<file path="src/rtl/http_content_length_extractor_core_defines.svh">
// ----------------------------------------------------------------------------
// Content-length extractor assertion macros
// Shared concurrent assertion forms, clocked on clk and disabled in rst.
// ----------------------------------------------------------------------------
`ifndef HTTP_CONTENT_LENGTH_EXTRACTOR_CORE_DEFINES_SVH
`define HTTP_CONTENT_LENGTH_EXTRACTOR_CORE_DEFINES_SVH

// Same-cycle implication.
`define HCLX_ASSERT_IMP(label, ante, cons, msg) \
  label: assert property (@(posedge clk) disable iff (rst) (ante) |-> (cons)) \
    else $error(msg);

// Next-cycle implication.
`define HCLX_ASSERT_NXT(label, ante, cons, msg) \
  label: assert property (@(posedge clk) disable iff (rst) (ante) |=> (cons)) \
    else $error(msg);

`endif

</file>
<file path="src/rtl/hclx_pkg.sv">
// ----------------------------------------------------------------------------
// hclx_pkg
// Types, codes and the header-name key for the content-length extractor.
// ----------------------------------------------------------------------------
package hclx_pkg;

  localparam int unsigned LENGTH_BITS_DEF = 64;
  localparam int unsigned RESULT_BITS     = 64;
  localparam int unsigned KEY_LEN         = 14;

  // Message phase
  localparam logic [1:0] PH_FIRST   = 2'd0;
  localparam logic [1:0] PH_HEADERS = 2'd1;
  localparam logic [1:0] PH_DONE    = 2'd2;

  // Position within a header line
  localparam logic [1:0] VS_NAME   = 2'd0;
  localparam logic [1:0] VS_SKIP   = 2'd1;
  localparam logic [1:0] VS_DIGITS = 2'd2;
  localparam logic [1:0] VS_IGNORE = 2'd3;

  localparam logic [7:0] CH_CR    = 8'h0d;
  localparam logic [7:0] CH_LF    = 8'h0a;
  localparam logic [7:0] CH_SP    = 8'h20;
  localparam logic [7:0] CH_TAB   = 8'h09;
  localparam logic [7:0] CH_COLON = 8'h3a;
  localparam logic [7:0] CH_ZERO  = 8'h30;
  localparam logic [7:0] CH_NINE  = 8'h39;
  localparam logic [7:0] CH_UP_A  = 8'h41;
  localparam logic [7:0] CH_UP_Z  = 8'h5a;
  localparam logic [7:0] CASE_OFS = 8'h20;

  typedef struct packed {
    logic [7:0] data_byte;
    logic       last_byte;
  } msg_t;

  typedef struct packed {
    logic                   header_complete;
    logic                   length_found;
    logic [RESULT_BITS-1:0] length_value;
  } res_t;

  typedef struct packed {
    logic [1:0] phase;
    logic       pending_cr;
    logic       line_is_empty;
    logic [3:0] name_position;
    logic       name_mismatch;
    logic [1:0] value_stage;
    logic       digit_seen;
    logic       overflowed;
    logic       have_length;
  } ctrl_t;

  localparam ctrl_t CTRL_RESET = '{
    phase:         PH_FIRST,
    pending_cr:    1'b0,
    line_is_empty: 1'b1,
    name_position: 4'd0,
    name_mismatch: 1'b0,
    value_stage:   VS_NAME,
    digit_seen:    1'b0,
    overflowed:    1'b0,
    have_length:   1'b0
  };

  // Lower-case "content-length", one letter per position
  function automatic logic [7:0] key_char(input logic [3:0] pos);
    logic [7:0] ch;
    case (pos)
      4'd0:    ch = 8'h63; // c
      4'd1:    ch = 8'h6f; // o
      4'd2:    ch = 8'h6e; // n
      4'd3:    ch = 8'h74; // t
      4'd4:    ch = 8'h65; // e
      4'd5:    ch = 8'h6e; // n
      4'd6:    ch = 8'h74; // t
      4'd7:    ch = 8'h2d; // -
      4'd8:    ch = 8'h6c; // l
      4'd9:    ch = 8'h65; // e
      4'd10:   ch = 8'h6e; // n
      4'd11:   ch = 8'h67; // g
      4'd12:   ch = 8'h74; // t
      4'd13:   ch = 8'h68; // h
      default: ch = 8'h00;
    endcase
    return ch;
  endfunction

endpackage

</file>
<file path="src/rtl/hclx_step.sv">
// ----------------------------------------------------------------------------
// hclx_step
// Next-state and result logic for one message byte.
// ----------------------------------------------------------------------------
module hclx_step import hclx_pkg::*; #(
  parameter int unsigned LENGTH_BITS = LENGTH_BITS_DEF
) (
  input  ctrl_t                  ctrl,
  input  logic [LENGTH_BITS-1:0] acc,
  input  logic [LENGTH_BITS-1:0] best,
  input  msg_t                   item,
  output ctrl_t                  ctrl_next,
  output logic [LENGTH_BITS-1:0] acc_next,
  output logic [LENGTH_BITS-1:0] best_next,
  output logic                   emit,
  output res_t                   result
);

  localparam int unsigned WIDE_BITS = LENGTH_BITS + 4;

  logic [7:0]           c;
  logic                 is_digit;
  logic [WIDE_BITS-1:0] wide;
  logic                 wrap;
  logic                 take;
  logic                 complete;
  ctrl_t                mid;

  // One text byte of a line; CR that did not start a line end lands here too
  function automatic ctrl_t content(input ctrl_t s, input logic [7:0] ch,
                                    input logic wrap_in);
    ctrl_t      r;
    logic [7:0] low;
    r   = s;
    low = (ch inside {[CH_UP_A:CH_UP_Z]}) ? ch + CASE_OFS : ch;
    r.line_is_empty = 1'b0;
    if (s.phase == PH_HEADERS) begin
      case (s.value_stage)
        VS_NAME: begin
          if (ch == CH_COLON) begin
            r.value_stage = (!s.name_mismatch && s.name_position == 4'(KEY_LEN))
                            ? VS_SKIP : VS_IGNORE;
          end else if (s.name_position < 4'(KEY_LEN) &&
                       low == key_char(s.name_position)) begin
            r.name_position = s.name_position + 4'd1;
          end else begin
            r.name_mismatch = 1'b1;
          end
        end
        VS_SKIP, VS_DIGITS: begin
          if (ch inside {[CH_ZERO:CH_NINE]}) begin
            r.value_stage = VS_DIGITS;
            r.digit_seen  = 1'b1;
            r.overflowed  = s.overflowed | wrap_in;
          end else if (!(s.value_stage == VS_SKIP && (ch == CH_SP || ch == CH_TAB))) begin
            r.value_stage = VS_IGNORE;
          end
        end
        default: begin
        end
      endcase
    end
    return r;
  endfunction

  function automatic ctrl_t clear_line(input ctrl_t s);
    ctrl_t r;
    r               = s;
    r.line_is_empty = 1'b1;
    r.name_position = 4'd0;
    r.name_mismatch = 1'b0;
    r.value_stage   = VS_NAME;
    r.digit_seen    = 1'b0;
    r.overflowed    = 1'b0;
    return r;
  endfunction

  assign c        = item.data_byte;
  assign is_digit = (c >= CH_ZERO) && (c <= CH_NINE);
  // acc * 10 + digit, with four spare bits to catch overflow
  assign wide = (WIDE_BITS'(acc) << 3) + (WIDE_BITS'(acc) << 1) +
                WIDE_BITS'(c - CH_ZERO);
  assign wrap = |wide[WIDE_BITS-1:LENGTH_BITS];

  always_comb begin
    ctrl_next = ctrl;
    acc_next  = acc;
    best_next = best;
    emit      = 1'b0;
    result    = '0;
    complete  = 1'b0;
    take      = 1'b0;
    mid       = ctrl;

    if (ctrl.phase == PH_DONE) begin
      // drop body bytes until the message ends
      if (item.last_byte) begin
        ctrl_next = CTRL_RESET;
        acc_next  = '0;
        best_next = '0;
      end
    end else begin
      if (c == CH_LF && ctrl.pending_cr) begin
        ctrl_next.pending_cr = 1'b0;
        if (ctrl.phase == PH_FIRST) begin
          ctrl_next       = clear_line(ctrl_next);
          ctrl_next.phase = PH_HEADERS;
          acc_next        = '0;
        end else if (ctrl.line_is_empty) begin
          ctrl_next.phase = PH_DONE;
          complete        = 1'b1;
        end else begin
          if (ctrl.digit_seen && !ctrl.overflowed) begin
            ctrl_next.have_length = 1'b1;
            best_next             = acc;
          end
          ctrl_next = clear_line(ctrl_next);
          acc_next  = '0;
        end
      end else begin
        mid.pending_cr = 1'b0;
        if (ctrl.pending_cr) begin
          mid = content(mid, CH_CR, 1'b0);
        end
        if (c == CH_CR) begin
          ctrl_next            = mid;
          ctrl_next.pending_cr = 1'b1;
        end else begin
          ctrl_next = content(mid, c, wrap);
          take = (mid.phase == PH_HEADERS) && is_digit &&
                 (mid.value_stage == VS_SKIP || mid.value_stage == VS_DIGITS);
          if (take && !mid.overflowed && !wrap) begin
            acc_next = wide[LENGTH_BITS-1:0];
          end
        end
      end

      if (complete) begin
        emit                   = 1'b1;
        result.header_complete = 1'b1;
        result.length_found    = ctrl_next.have_length;
        result.length_value    = ctrl_next.have_length ? RESULT_BITS'(best_next) : '0;
      end else if (item.last_byte) begin
        emit = 1'b1;
      end
      if (item.last_byte) begin
        ctrl_next = CTRL_RESET;
        acc_next  = '0;
        best_next = '0;
      end
    end
  end

endmodule

</file>
<file path="src/rtl/http_content_length_extractor_core.sv">
// A result is loaded into the output register in the cycle after the byte that causes it is accepted.
// Throughput: one byte per cycle while msg_stall is low; the parse state and the decimal accumulate
//   (one shift-add per digit) are combinational logic between registers.
// Input stalls only while a finished result waits on a stalled output.
// Reset (rst, synchronous): parser back to the first line, no length, output empty.
// ----------------------------------------------------------------------------
// http_content_length_extractor_core
// Scans an HTTP message byte by byte and reports the content-length value
// found in its header block, or not-found if it has none or the message ends early.
// ----------------------------------------------------------------------------
`include "http_content_length_extractor_core_defines.svh"

module http_content_length_extractor_core import hclx_pkg::*; #(
  parameter int unsigned LENGTH_BITS = LENGTH_BITS_DEF
) (
  input  logic clk,
  input  logic rst,
  // message byte channel
  input  logic msg_valid,
  output logic msg_stall,
  input  msg_t msg,
  // result channel
  output logic res_valid,
  input  logic res_stall,
  output res_t res
);

  // Parser state: control bits plus the running and the last good length
  ctrl_t                  ctrl;
  logic [LENGTH_BITS-1:0] acc;
  logic [LENGTH_BITS-1:0] best;

  ctrl_t                  ctrl_next;
  logic [LENGTH_BITS-1:0] acc_next;
  logic [LENGTH_BITS-1:0] best_next;
  logic                   emit;
  res_t                   step_res;
  logic                   accept;

  // Hold the input only while a result sits unclaimed in the output register;
  // a result taken this cycle frees the register for the next item.
  assign msg_stall = res_valid && res_stall;
  assign accept    = msg_valid && !msg_stall;

  hclx_step #(
    .LENGTH_BITS(LENGTH_BITS)
  ) u_step (
    .ctrl      (ctrl),
    .acc       (acc),
    .best      (best),
    .item      (msg),
    .ctrl_next (ctrl_next),
    .acc_next  (acc_next),
    .best_next (best_next),
    .emit      (emit),
    .result    (step_res)
  );

  // Advance the parser on every accepted byte
  always_ff @(posedge clk) begin
    if (rst) begin
      ctrl <= CTRL_RESET;
      acc  <= '0;
      best <= '0;
    end else if (accept) begin
      ctrl <= ctrl_next;
      acc  <= acc_next;
      best <= best_next;
    end
  end

  // Output register: load a new result, or drop the old one once taken
  always_ff @(posedge clk) begin
    if (rst) begin
      res_valid <= 1'b0;
    end else if (accept && emit) begin
      res_valid <= 1'b1;
    end else if (!res_stall) begin
      res_valid <= 1'b0;
    end
  end

  always_ff @(posedge clk) begin
    if (accept && emit) begin
      res <= step_res;
    end
  end

  // A found length only comes with a complete header block
  `HCLX_ASSERT_IMP(a_found_implies_complete, res_valid && res.length_found,
    res.header_complete, "length_found without header_complete")
  // Not-found results carry a zero length
  `HCLX_ASSERT_IMP(a_zero_when_missing, res_valid && !res.length_found,
    res.length_value == '0, "nonzero length_value without length_found")
  // The blank line moves the parser into the body unless the message also ends
  `HCLX_ASSERT_NXT(a_done_after_blank,
    accept && emit && step_res.header_complete && !msg.last_byte,
    ctrl.phase == PH_DONE, "parser not in body phase after blank line")
  // Outside header lines the per-line state stays cleared
  `HCLX_ASSERT_IMP(a_line_clear, ctrl.phase != PH_HEADERS,
    ctrl.value_stage == VS_NAME && !ctrl.digit_seen, "line state active outside headers")

endmodule
</file>
<file path="config.mk">
export PLATFORM = sky130hd
export DESIGN_NAME = http_content_length_extractor_core
export DESIGN_NICKNAME = d
export VERILOG_FILES = /design/src/rtl/hclx_pkg.sv /design/src/rtl/hclx_step.sv /design/src/rtl/http_content_length_extractor_core.sv
export VERILOG_INCLUDE_DIRS = /design/src /design/src/rtl
export SDC_FILE = /design/constraint.sdc
export NUM_CORES = 1
export LEC_CHECK = 0
export CAP_MARGIN = 20
export CORE_MARGIN = 3
export CORE_UTILIZATION = 50
export CTS_CLUSTER_SIZE = 16
export DETAILED_ROUTE_END_ITERATION = 10
export DONT_BUFFER_PORTS = 1
export GPL_TIMING_DRIVEN = 0
export SLEW_MARGIN = 10
export SYNTH_ARGS = -nofsm -noshare
export SYNTH_HDL_FRONTEND = slang
export SYNTH_SLANG_ARGS = --single-unit
</file>
<file path="constraint.sdc">
create_clock -name clk -period 14.6 [get_ports clk]
set_input_delay 0 -clock clk [delete_from_list [all_inputs] [get_ports clk]]
set_output_delay 0 -clock clk [all_outputs]
set_load 0.005 [all_outputs]
</file>
==> metrics.md <==
| Metric | Value |
|---|---|
| Status | finished clean |
| CTS root buf | clkbuf_16 |
| CTS H-Tree Depth | 1 |
| GR Util met1 | between 30% and 40% |
| Drt via density | between 6 and 7 |
| DIE AREA | around 32000 um2 |
| GR peak layer | met2 |
| GRT Total Usage | approximately a quarter |
| Gate Count Post-Synth | 1719 |
| Worst clock skew | 11.6 ps |
| CP endpoint kind | register |
| Number of flops mapped to enable cells by yosys | 66 |
| Max incr delay on CP | around 480 ps |
| Crit path launch type | input pin |
| IO Port Bufs | 0 |
| Critical Path AT | about 6100 ps |
| HPWL after detailed placement | 32700 um |
| Synth Register Bits | between 200 and 250 |
| Worst-Margin Slew | 1110 ps |
| Area Overhead vs Synth | 10.5% |
| Avg Cell Area, Syn | just under 9 um2 |
| Max Fclk | roughly 180 MHz |
| Die W | around 180 um |
| Worst path slowest cell | a2111oi_4 |
| Max IR drop VDD | approximately 80 uV |
| Rows | slightly above 60 |
| GRT met2 Usage | 42.9% |
| Worst-Skew Late Latency | 540 ps |
| Vias | between 10000 and 15000 |
| Register share of total power | about 45% |
| Psw | roughly 330 uW |
| Sw frac | a little under a quarter |
| Ordered cell list for the critical path | ha_1, nor3_2, buf_4, buf_4, buf_4, buf_4, buf_4, fa_1, ha_1, clkbuf_1, a21o_1, o21bai_1, a221oi_2, o21ai_1, nand2b_1, nand2_1, a221o_1, or3_1, a2111oi_4, nand4b_4, nand2_1, clkbuf_1, o21ai_0 |
| Power Internal | 1060 uW |
| Share of cells above drive strength 1 | about 6.4% |
| Tot Pwr | 1400 uW |
| Initial Util | 51.5% |
| Area of the core | 29100 um2 |
| Post-synth top area share | 20.0% |
| Number of clock sinks | 216 |
| Total negative slack | 0 ps |
| RePlAce Congestion | approximately 0.93 |
| RSZ-0062 raised after global routing | false |
| Crit path max fanout | 10 |
| Antenna violations before repair | 0 |
| Clk slew on worst S/H paths | approximately 60 ps |
| Setup Buffers After CTS | 0 |
| Most frequent cell after synthesis | nand2_1 |
| Critical path class | input pin to register |
| Vias in the first global route | about 12000 |
| Leakage | between 0.006 and 0.007 uW |
| Top_reg_cell synth | dfxtp_1 |
| Tmin final | about 5700 ps |
| Number of diodes | 0 |
| Final Cycle Share | between 30% and 40% |
| Req. time, crit path | approximately 15000 ps |
| Synth warn | 0 |
| Hold Crit Class | input pin to register |
| Post-route ant nets | 0 |
| CP most frequent cell | buf_4 |
| DRT Pass-1 Iters | 5 |
| Mapped cell area | roughly 15000 um2 |
| Post-synthesis sequential area ratio | around 33% |
| Clock power share | between 40% and 50% |
| I/O pins | 81 |
| Grt ovf | 0 |
| Ranking of synthesized cells by area | dfxtp_1 (20%), edfxtp_1 (13%), fa_1 (8.4%) |
| Post-synth top area cell | dfxtp_1 |
| Library cells used by synthesis | 94 |
| Pwr dens | between 80 and 90 nW/um2 |
| Largest net degree at the start of global routing | 39 |
| Logic pwr share | 7.3% |
| Max-slew violation count | 0 |
| Per-cell routed wire length | between 15 and 20 um |
| CTS Buffer Depth | 3 |
| Drc violations | 0 |
| Slew HR | 25.7% |
| CTS buffer count | 26 |
| Grt met3 use | approximately 3.1% |
| Setup violators final | 0 |
| Die H | between 150 and 200 um |
| Starting DRT DRC Count | about 950 |
| First-pass GRT wire length | ~70000 um |
| Hold Vio Cnt, Final | 0 |
| Max-cap violation count | 0 |
| Mapped Nets | roughly 1900 |
| Post-synth ARST share | 0% |
| Fin nets | ~1900 |
| Final wirelength | around 43000 um |
| Top post-synthesis cells by count | nand2_1 (218), a21oi_1 (200), dfxtp_1 (150) |
| CTS tree | yes |
[stage by stage]
step	setup slack, ps	utilization (%)	instances	area [um2]	hold slack [ps]
after floorplan	4730	-	1719	15000	124
after CTS	8980	56.9	2170	16600	7.55
final	8910	56.9	2170	16600	26.4
after global placement	929	53.1	2103	15500	137
after global routing	8520	56.9	2170	16600	81.3
after detailed placement	8450	53.6	2115	15600	141
[layout make-up]
cell class              count  area, um2
fillers                  2692      12500
multi-input cells        1347       9310
flip-flops and latches    216       4980
clock buffers              36        739
plain buffers             116        561
well taps                 384        480
repair buffers             20        190
inverters                  40        150
clock inverters            11        144
[power by group through the flow]
stage | registers [uW] | logic [uW] | clock network [uW]
after floorplan | 642 | 68.6 | 0
after global placement | 644 | 95.0 | 0
after detailed placement | 643 | 99.0 | 0
after CTS | 630 | 102 | 678
after global routing | 631 | 112 | 698
final | 630 | 103 | 666
[critical path: cells and delay by family]
kind	cells	cell delay, ps
AO/OA/AOI/OAI	7	1860
adder cells (fa/ha/maj)	3	980
buffers and inverters	7	1800
AND/OR/NAND/NOR	6	1430
[cell usage in the layout (no fill, tap or decap), types with 27 or more instances in the layout]
cell type	n
clkbuf_1	88
clkbuf_16	27
nand3_1	106
xnor2_1	41
nor2_1	125
fa_1	63
a21oi_1	200
inv_1	40
nand4_1	42
nand2_1	218
o21ai_0	72
xor2_1	27
edfxtp_1	66
ha_1	87
a21o_1	42
a22oi_1	67
dfxtp_1	150
[repair_timing]
item,in CTS,in global routing
hold endpoints to repair,11,0
resized for setup,0,0
hold buffers,8,0
[worst paths after layout]
path | from | end | slack, ps | depth (start not counted)
max reg2reg | acc[2]$_SDFFE_PP0P_ | acc[41]$_SDFFE_PP0P_ | 8940 | 16
max | msg[5] | acc[41]$_SDFFE_PP0P_ | 8910 | 23
min | msg[8] | ctrl[4]$_SDFFE_PP0P_ | 30 | 7
min reg2reg | ctrl[2]$_SDFFE_PP0P_ | ctrl[2]$_SDFFE_PP0P_ | 470 | 2
[registers in the layout, indices dropped and copies added (netlist names), named ones only]
signal,flops
res,66
best,64
ctrl,14
acc,64
res_valid,1
[cells by family (layout without fill, tap and decap cells)]
| group | after synthesis | after routing | share of synthesized area, % |
|---|---|---|---|
| AO/OA/AOI/OAI | 509 | 509 | 21.9 |
| buffers and inverters | 156 | 223 | 4.74 |
| AND/OR/NAND/NOR | 610 | 610 | 19.6 |
| flip-flops | 216 | 216 | 33.3 |
| XOR/XNOR | 68 | 68 | 3.98 |
| multiplexers | 10 | 10 | 0.760 |
| adder cells (fa/ha/maj) | 150 | 150 | 15.7 |
[per-layer routing]
metal / vias up / routed length (um)
li1: 6334 / -
met2: 370 / 19700
met4: 0 / 1030
met1: 6524 / 20200
met3: 62 / 2360
met5: - / 0
Note: power is estimated with default switching activity, not from simulation.
